`src/hdl/fbs_pkg.sv`:
```
// shared types, constants and helpers of the forward-backward smoother
package fbs_pkg;

    localparam int          SMP_W    = 24;
    localparam int          CFG_W    = 17;
    localparam int          IDX_W    = 10;
    localparam logic [16:0] ONE_Q16  = 17'h10000;
    localparam logic [16:0] DIL_RST  = 17'h08000;

    localparam logic CFG_DILUTION = 1'b0;
    localparam logic CFG_WRAP     = 1'b1;

    typedef struct packed {
        logic                    mode;
        logic signed [SMP_W-1:0] sample_re;
        logic signed [SMP_W-1:0] sample_im;
        logic                    final_sample;
    } t_in;

    typedef struct packed {
        logic signed [SMP_W-1:0] out_re;
        logic signed [SMP_W-1:0] out_im;
        logic [IDX_W-1:0]        point_index;
        logic                    final_result;
    } t_out;

    typedef struct packed {
        logic             clr_avg;
        logic             ld_prod;
        logic             ld_sum;
        logic             smp_we;
        logic             smp_load;
        logic             fwd_we;
        logic             out_ld;
        logic             out_final;
        logic [IDX_W-1:0] out_idx;
    } t_cmd;

    typedef struct packed {
        logic wrap;
    } t_sts;

    function automatic logic [SMP_W-1:0] sat_q320(input logic signed [26:0] v);
        logic [SMP_W-1:0] r;
        if (v > 27'sd8388607) begin
            r = 24'h7FFFFF;
        end else if (v < -27'sd8388608) begin
            r = 24'h800000;
        end else begin
            r = v[SMP_W-1:0];
        end
        return r;
    endfunction

endpackage

```
`src/hdl/fbs_ctrl.sv`:
```
// controller: loading, forward and reverse passes with warmup, result readout
module fbs_ctrl #(
    parameter int MAX_POINTS = 1024,
    parameter int WARMUP_LEN = 20
) (
    input  logic                          i_clk,
    input  logic                          i_rst_n,
    input  logic                          i_start,
    input  logic                          i_mode,
    input  logic                          i_final,
    output logic                          o_busy,
    input  fbs_pkg::t_sts                 i_sts,
    output fbs_pkg::t_cmd                 o_cmd,
    output logic [$clog2(MAX_POINTS)-1:0] o_smp_waddr,
    output logic [$clog2(MAX_POINTS)-1:0] o_smp_raddr,
    output logic [$clog2(MAX_POINTS)-1:0] o_fwd_addr
);
    import fbs_pkg::*;

    localparam int AW = $clog2(MAX_POINTS);
    localparam int CW = $clog2(MAX_POINTS + 1);

    typedef enum logic [10:0] {
        ST_LOAD    = 11'b000_0000_0001,
        ST_FW_RD   = 11'b000_0000_0010,
        ST_FW_MUL  = 11'b000_0000_0100,
        ST_FW_SUM  = 11'b000_0000_1000,
        ST_FW_WR   = 11'b000_0001_0000,
        ST_RV_RD   = 11'b000_0010_0000,
        ST_RV_MUL  = 11'b000_0100_0000,
        ST_RV_SUM  = 11'b000_1000_0000,
        ST_RV_WR   = 11'b001_0000_0000,
        ST_RD_WAIT = 11'b010_0000_0000,
        ST_READ    = 11'b100_0000_0000
    } t_state;

    t_state          r_state, n_state;
    logic [CW-1:0]   r_count, n_count;
    logic [CW-1:0]   r_rp, n_rp;
    logic [AW-1:0]   r_i, n_i;
    logic            r_warm, n_warm;
    logic            r_warm_en, n_warm_en;

    logic            w_accept;
    logic            w_full;
    logic [CW-1:0]   w_cnt_inc;
    logic            w_warm;
    logic            w_at_end;
    logic            w_at_zero;
    logic            w_in_pass;
    logic [AW-1:0]   w_rd_addr;

    assign o_busy    = !(r_state == ST_LOAD || r_state == ST_READ);
    assign w_accept  = i_start && !o_busy;
    assign w_full    = (r_count == CW'(MAX_POINTS));
    assign w_cnt_inc = w_full ? r_count : r_count + CW'(1);
    assign w_warm    = i_sts.wrap && (int'(w_cnt_inc) > WARMUP_LEN);
    assign w_at_end  = (CW'(r_i) == r_count - CW'(1));
    assign w_at_zero = (r_i == '0);
    assign w_rd_addr = AW'(r_rp - CW'(1));
    assign w_in_pass = !(r_state == ST_LOAD || r_state == ST_RD_WAIT || r_state == ST_READ);

    always_comb begin
        n_state     = r_state;
        n_count     = r_count;
        n_rp        = r_rp;
        n_i         = r_i;
        n_warm      = r_warm;
        n_warm_en   = r_warm_en;
        o_cmd       = '0;
        o_cmd.out_idx   = IDX_W'(int'(r_rp) - 1);
        o_cmd.out_final = (r_rp == CW'(1));
        o_smp_waddr = r_i;
        o_smp_raddr = r_i;
        o_fwd_addr  = r_i;
        case (r_state)
            ST_LOAD: begin
                o_smp_waddr    = r_count[AW-1:0];
                o_cmd.smp_load = 1'b1;
                if (w_accept && !i_mode) begin
                    o_cmd.smp_we = !w_full;
                    n_count      = w_cnt_inc;
                    if (i_final) begin
                        o_cmd.clr_avg = 1'b1;
                        n_warm_en     = w_warm;
                        n_warm        = w_warm;
                        n_i           = w_warm ? AW'(w_cnt_inc - CW'(WARMUP_LEN)) : '0;
                        n_state       = ST_FW_RD;
                    end
                end
            end
            ST_FW_RD: begin
                n_state = ST_FW_MUL;
            end
            ST_FW_MUL: begin
                o_cmd.ld_prod = 1'b1;
                n_state       = ST_FW_SUM;
            end
            ST_FW_SUM: begin
                o_cmd.ld_sum = 1'b1;
                if (r_warm) begin
                    n_state = ST_FW_RD;
                    if (w_at_end) begin
                        n_i    = '0;
                        n_warm = 1'b0;
                    end else begin
                        n_i = r_i + AW'(1);
                    end
                end else begin
                    n_state = ST_FW_WR;
                end
            end
            ST_FW_WR: begin
                o_cmd.fwd_we = 1'b1;
                if (w_at_end) begin
                    // reverse warmup runs from point WARMUP_LEN down to zero
                    o_cmd.clr_avg = 1'b1;
                    n_warm        = r_warm_en;
                    n_i           = r_warm_en ? AW'(WARMUP_LEN) : AW'(r_count - CW'(1));
                    n_state       = ST_RV_RD;
                end else begin
                    n_i     = r_i + AW'(1);
                    n_state = ST_FW_RD;
                end
            end
            ST_RV_RD: begin
                n_state = ST_RV_MUL;
            end
            ST_RV_MUL: begin
                o_cmd.ld_prod = 1'b1;
                n_state       = ST_RV_SUM;
            end
            ST_RV_SUM: begin
                o_cmd.ld_sum = 1'b1;
                if (r_warm) begin
                    n_state = ST_RV_RD;
                    if (w_at_zero) begin
                        n_i    = AW'(r_count - CW'(1));
                        n_warm = 1'b0;
                    end else begin
                        n_i = r_i - AW'(1);
                    end
                end else begin
                    n_state = ST_RV_WR;
                end
            end
            ST_RV_WR: begin
                o_cmd.smp_we = 1'b1;
                if (w_at_zero) begin
                    n_rp    = r_count;
                    n_state = ST_RD_WAIT;
                end else begin
                    n_i     = r_i - AW'(1);
                    n_state = ST_RV_RD;
                end
            end
            ST_RD_WAIT: begin
                // wait state for the registered store read
                o_smp_raddr = w_rd_addr;
                n_state     = ST_READ;
            end
            ST_READ: begin
                o_smp_raddr = w_rd_addr;
                if (w_accept && i_mode) begin
                    o_cmd.out_ld = 1'b1;
                    n_rp         = r_rp - CW'(1);
                    if (r_rp == CW'(1)) begin
                        n_count = '0;
                        n_state = ST_LOAD;
                    end else begin
                        n_state = ST_RD_WAIT;
                    end
                end
            end
            default: begin
                n_state = ST_LOAD;
            end
        endcase
    end

    always_ff @(posedge i_clk) begin
        if (!i_rst_n) begin
            r_state   <= ST_LOAD;
            r_count   <= '0;
            r_rp      <= '0;
            r_i       <= '0;
            r_warm    <= 1'b0;
            r_warm_en <= 1'b0;
        end else begin
            r_state   <= n_state;
            r_count   <= n_count;
            r_rp      <= n_rp;
            r_i       <= n_i;
            r_warm    <= n_warm;
            r_warm_en <= n_warm_en;
        end
    end

    a_read_then_wait: assert property (@(posedge i_clk) disable iff (!i_rst_n)
        o_cmd.out_ld |=> (r_state == ST_RD_WAIT || r_state == ST_LOAD))
        else $error("result not followed by a store read wait");

    a_index_in_block: assert property (@(posedge i_clk) disable iff (!i_rst_n)
        w_in_pass |-> (CW'(r_i) < r_count))
        else $error("pass index outside loaded block");

    a_count_bound: assert property (@(posedge i_clk) disable iff (!i_rst_n)
        int'(r_count) <= MAX_POINTS)
        else $error("point count above store depth");

    a_read_nonempty: assert property (@(posedge i_clk) disable iff (!i_rst_n)
        (r_state == ST_READ) |-> (r_rp != '0 && r_rp <= r_count))
        else $error("read pointer outside block while reading");

endmodule

```
`config.mk`:
```
export PLATFORM = sky130hd
export DESIGN_NAME = fbs_ctrl
export DESIGN_NICKNAME = d
export VERILOG_FILES = /design/src/hdl/fbs_pkg.sv /design/src/hdl/fbs_ctrl.sv
export SDC_FILE = /design/constraint.sdc
export NUM_CORES = 1
export LEC_CHECK = 0
export ABC_AREA = 1
export BUFFER_PORTS_ARGS = -buffer_cell sky130_fd_sc_hd__buf_2
export CAP_MARGIN = 20
export CORE_MARGIN = 3
export CORE_UTILIZATION = 65
export DETAILED_ROUTE_END_ITERATION = 10
export PLACE_DENSITY = 0.88
export SETUP_SLACK_MARGIN = 0.3
export SYNTH_ARGS = -nofsm -noshare
export SYNTH_HDL_FRONTEND = slang
export SYNTH_SLANG_ARGS = --single-unit
export TNS_END_PERCENT = 20
```
`constraint.sdc`:
```
create_clock -name i_clk -period 3.8 [get_ports i_clk]
set_input_delay 0.38 -clock i_clk [delete_from_list [all_inputs] [get_ports i_clk]]
set_output_delay 0.38 -clock i_clk [all_outputs]
set_load 0.05 [all_outputs]
```
# [Word-level counts from Yosys, hierarchy flattened]
# Index checks and enable logic that the tools add are counted.
[word_totals] regBits=45 in_bits=6 out_inout_bits=49 elab_cells=109
[classes] addsub=7 order_cmp=1 eq_ne=23 mux=50 reduce_logical=22
[op_table] operator="10-bit two-way mux" n=14
[op_table] operator="11-bit one-hot mux with 11 select lines" n=1
[op_table] operator="11-bit two-way mux" n=9
[op_table] operator="10-bit one-hot mux with 5 select lines" n=1
[op_table] operator="11-bit one-hot mux with 2 select lines" n=2
[op_table] operator="11-bit by 1-bit equality test with 1-bit output, second input constant" n=2
[op_table] operator="11-bit equality test, second input constant" n=2
[op_table] operator="11-bit by 1-bit subtractor with 11-bit output, second input constant" n=2
[op_table] operator="10-bit by 1-bit subtractor with 10-bit output, second input constant" n=2
[op_table] operator="1-bit two-way mux" n=17
[op_table] operator="2-bit inequality test, second input constant" n=7
[op_table] operator="11-bit by 1-bit adder with 11-bit output, second input constant" n=1
[op_table] operator="10-bit by 11-bit equality test with 1-bit output" n=1
[op_table] operator="11-bit by 10-bit equality test with 1-bit output, second input constant" n=1
[op_table] operator="11-bit by 2-bit equality test with 1-bit output, second input constant" n=1
[op_table] operator="11-bit by 3-bit equality test with 1-bit output, second input constant" n=1
[op_table] operator="11-bit by 4-bit equality test with 1-bit output, second input constant" n=1
[op_table] operator="11-bit by 5-bit equality test with 1-bit output, second input constant" n=1
[op_table] operator="11-bit by 6-bit equality test with 1-bit output, second input constant" n=1
[op_table] operator="11-bit by 7-bit equality test with 1-bit output, second input constant" n=1
[op_table] operator="11-bit by 8-bit equality test with 1-bit output, second input constant" n=1
[op_table] operator="11-bit by 9-bit equality test with 1-bit output, second input constant" n=1
[op_table] operator="11-bit by 5-bit greater-than comparator with 1-bit output, second input constant" n=1
[op_table] operator="10-bit by 1-bit adder with 10-bit output, second input constant" n=1
[op_table] operator="18 further kinds" n=31

# [Logic depth before layout (Yosys ltp)]
[depth] depth_word=8 depth_mapped=20 depth_no_buf=19

# [Worst setup path before layout]
# No wires, ideal clock.
[synth_path] kind="reg-to-output" start="register r_count[0]" end="output port o_cmd[17] (netlist name)" arrival_time_ns=2.760 required_ns=3.420 setup_slack_ns=0.660 stages_incl_launch_ff=14 n_path_buf=0 cell_sequence="dfxtp_1 -> inv_2 -> ha_1 -> nand2_1 -> inv_1 -> nor2_1 -> nand2_1 -> nor2_1 -> o31ai_1 -> nor2_1 -> nand3_1 -> nor2_1 -> nand3_1 -> o21ai_0"
[synth_rtl] item="start: declaration" line_no="fbs_ctrl.sv:38" source="logic [CW-1:0] r_count, n_count;"
[synth_rtl] item="start signal: assignment" line_no="fbs_ctrl.sv:191" source="r_count <= n_count;"
[synth_rtl] item="end: declaration" line_no="fbs_ctrl.sv:13" source="output fbs_pkg::t_cmd o_cmd,"

==> flow_summary_export.csv <==
group,metric,value,unit
cells_and_area,antenna_cells,0,
yosys,synthAdderAreaFrac,0.0217,
yosys,synth-seq-cells,45,
timing,period_share,0.848,
hold_path,min_path_cells,2,
pwr,p_seq_frac,0.196,
yosys,async_reset_ff_frac,0,
timing,max_freq,0.310,GHz
clocking,cts_tree,"done",
cells_and_area,nets,820,
die,dieHeight,90.3,µm
cells_and_area,area_growth,7.04,%
die,initial_core_util,0.676,
die,ioPinCount,55,
grt,antenna_found_initial,0,
timing,relSlewSlack,0.264,
clocking,cts_hold_buf,0,
grt,grt_util_all_layers,0.381,
pwr,peakVddDrop,0.494,mV
hold_path,hold_path.class,"in2reg",
yosys,synth_top_area_share,0.195,
route,vias_per_cell,6.00,
yosys,synth.distinct_cells,51,
clocking,clkSinkCount,45,
timing,tns,0,ns
cells_and_area,final_util,0.724,
route,drc,0,
pwr,clockPowerShare,0.125,
critical_path,crit_required,3.42,ns
route,num_vias,5415,
route,drt-wirelength-per-cell,17.3,µm
yosys,synthesis.nets,788,
critical_path,reg2regPathDepth,12,
critical_path,critPathArrivalTime,2.84,ns
clocking,ctsResizeCount,0,
route,drt_wl_total,15700,µm
critical_path,crit_fanout,9,
critical_path,cp-end-kind,"primary output",
pwr,power.density,654,mW/mm²
route,drt_iter0_drc,616,
critical_path,critPathKind,"reg2out",
clocking,clk_path_buf_depth,2,
yosys,synth.avg_cell_area,5.97,µm²
placed_design,io_buffer_count,54,
yosys,synth_top_flop_cell,"dfxtp_1",
clocking,post-cts-setup-buffer-count,0,
yosys,synth-edff-count,0,
timing,final-hold-violation-count,0,
grt,grt_pass1_vias,5013,
die,die_w,90.3,µm
die,design.core.area,0.00683,mm²
pwr,power.total,3.23,mW
die,fp-row-count,30,
yosys,yosys.area_share.simple,0.455,
timing,worst_slew_pin_slew,1.10,ns
placed_design,placed_cells,895,
timing,fin_skew,0.00510,ns
grt,grt_max_degree,31,
cells_and_area,final_cells,903,
pwr,p_int,1.31,mW
flow_run,drv_cap,0,
critical_path,startpoint_type,"flip-flop",
yosys,synth_top_cells_by_area,"dfxtp_1, nand2_1, inv_1",
grt,grt_pass1_wl,25100,µm
yosys,synth_area,0.00462,mm²
cells_and_area,drive_above_1_share,0.175,
clocking,clk_latency,0.31,ns
pwr,power_switching,1.92,mW
clocking,root_buffer,"clkbuf_8",
yosys,syn_inst,774,
placed_design,place.gp.congestion,1.06,
pwr,power_leakage,2.37,nW
route,ant_nets,0,
yosys,synth_compound_area_frac,0.147,
clocking,h-tree-depth,2,
die,die-area,0.00815,mm²
yosys,ys_warn_count,0,
timing,grt_setup_unrepaired,"false",
yosys,seq_area_frac_synth,0.195,
timing,final-setup-viol-count,0,
yosys,synth_mux_area_frac,0,
timing,slew_violations,0,
clocking,cts.clk_slew.worst_paths,0.10,ns
yosys,synth-xor-area-share,0.0452,
timing,min_period,3.22,ns
grt,grt-ovfl-total,0,
yosys,synth_top_area_cell,"dfxtp_1",
pwr,combPwrFrac,0.678,
pwr,p_sw_frac,0.594,
route,drt_pre_antenna_iters,6,
placed_design,hpwl,11900,µm
clocking,cts_made_buffers,5,
yosys,synth_top_family_by_area,"simple AND/OR/NAND/NOR gates",
run_status,status,"finished clean",
state kept, by name, indices dropped and copies added (netlist names):
signal and cells:
o_fwd_addr 10, r_rp 11, r_warm_en 1, r_state 11
r_warm 1, r_count 11
worst paths after layout:
check,start,end,slack (ns)
worst max-delay path,r_count[0],o_cmd[17],0.58
worst min-delay path,i_rst_n,r_state[0],0.35
worst max register to register,o_fwd_addr[1],o_fwd_addr[9],0.85
worst min register to register,r_rp[4],r_rp[4],0.51
metal layers:
metal | vias to the layer above | share of wire | track usage
met5 | - | 0 | 0
met4 | 0 | 0.050 | 0.208
met3 | 66 | 0.11 | 0.0717
met2 | 352 | 0.46 | 0.627
met1 | 2412 | 0.38 | 0.469
li1 | 2585 | - | -
critical path, cell delays in order (launching register included):
cell and delay (ns):
dfxtp_1 0.53, inv_2 0.16, ha_1 0.32, nand2_2 0.13
nor2_2 0.05, nand2_1 0.11, nand2_1 0.07, nand2_1 0.16
nor2_1 0.08, nor2_1 0.11, nand3_1 0.07, nor2_1 0.09
nand3_1 0.11, o21ai_0 0.23, buf_2 0.31
through the flow:
| stage | setup WS [ns] | area, µm² | hold slack, ns |
|---|---|---|---|
| after global routing | 0.364 | 4940 | 0.354 |
| after floorplan | 0.660 | 4620 | 0.460 |
| final | 0.576 | 4940 | 0.354 |
| after detailed placement | 1.01 | 4820 | 0.498 |
| after CTS | 0.699 | 4940 | 0.349 |
| after global placement | 1.07 | 4820 | 0.497 |
cells in the mapped netlist, types with 11 or more instances:
| cell | number |
|---|---|
| o21ai_0 | 36 |
| inv_1 | 90 |
| nand3_1 | 58 |
| inv_2 | 12 |
| xor2_1 | 15 |
| nand2_1 | 204 |
| nand4_1 | 35 |
| clkbuf_1 | 11 |
| nor3_1 | 16 |
| nor2_1 | 82 |
| nand2_2 | 14 |
| dfxtp_1 | 45 |
| a21oi_1 | 38 |
layout by cell type, fill, tap and decap left out, types with 10 or more instances in the layout:
master	netlist	routed
nand2_1	204	204
inv_1	90	90
nor2_1	82	82
nand3_1	58	58
buf_2	10	54
dfxtp_1	45	45
a21oi_1	38	38
o21ai_0	36	36
nand4_1	35	35
nor3_1	16	16
xor2_1	15	15
nand2_2	14	14
inv_2	12	12
a21oi_2	10	10
layout make-up:
type	count	area, µm²
Sequential cell	45	901
Inverter	107	405
Fill cell	642	1890
Tap cell	96	120
Clock buffer	6	82.6
Clock inverter	2	37.5
Multi-Input combinational cell	588	3090
Timing Repair Buffer	59	308
power groups by stage:
stage                     combinational (mW)  clock [mW]  sequential (mW)
after floorplan                         1.65           0            0.682
after global placement                  2.09           0            0.636
after detailed placement                2.13           0            0.640
after CTS                               2.14       0.407            0.629
after global routing                    2.36       0.421            0.637
final                                   2.19       0.405            0.635
kinds of logic after synthesis:
logic type      count (synthesis)
buf+inv                       141
fa+ha+maj                       8
compound gates                111
flops                          45
xor+xnor                       23
simple gates                  446
(Power assumes the default switching activity.)
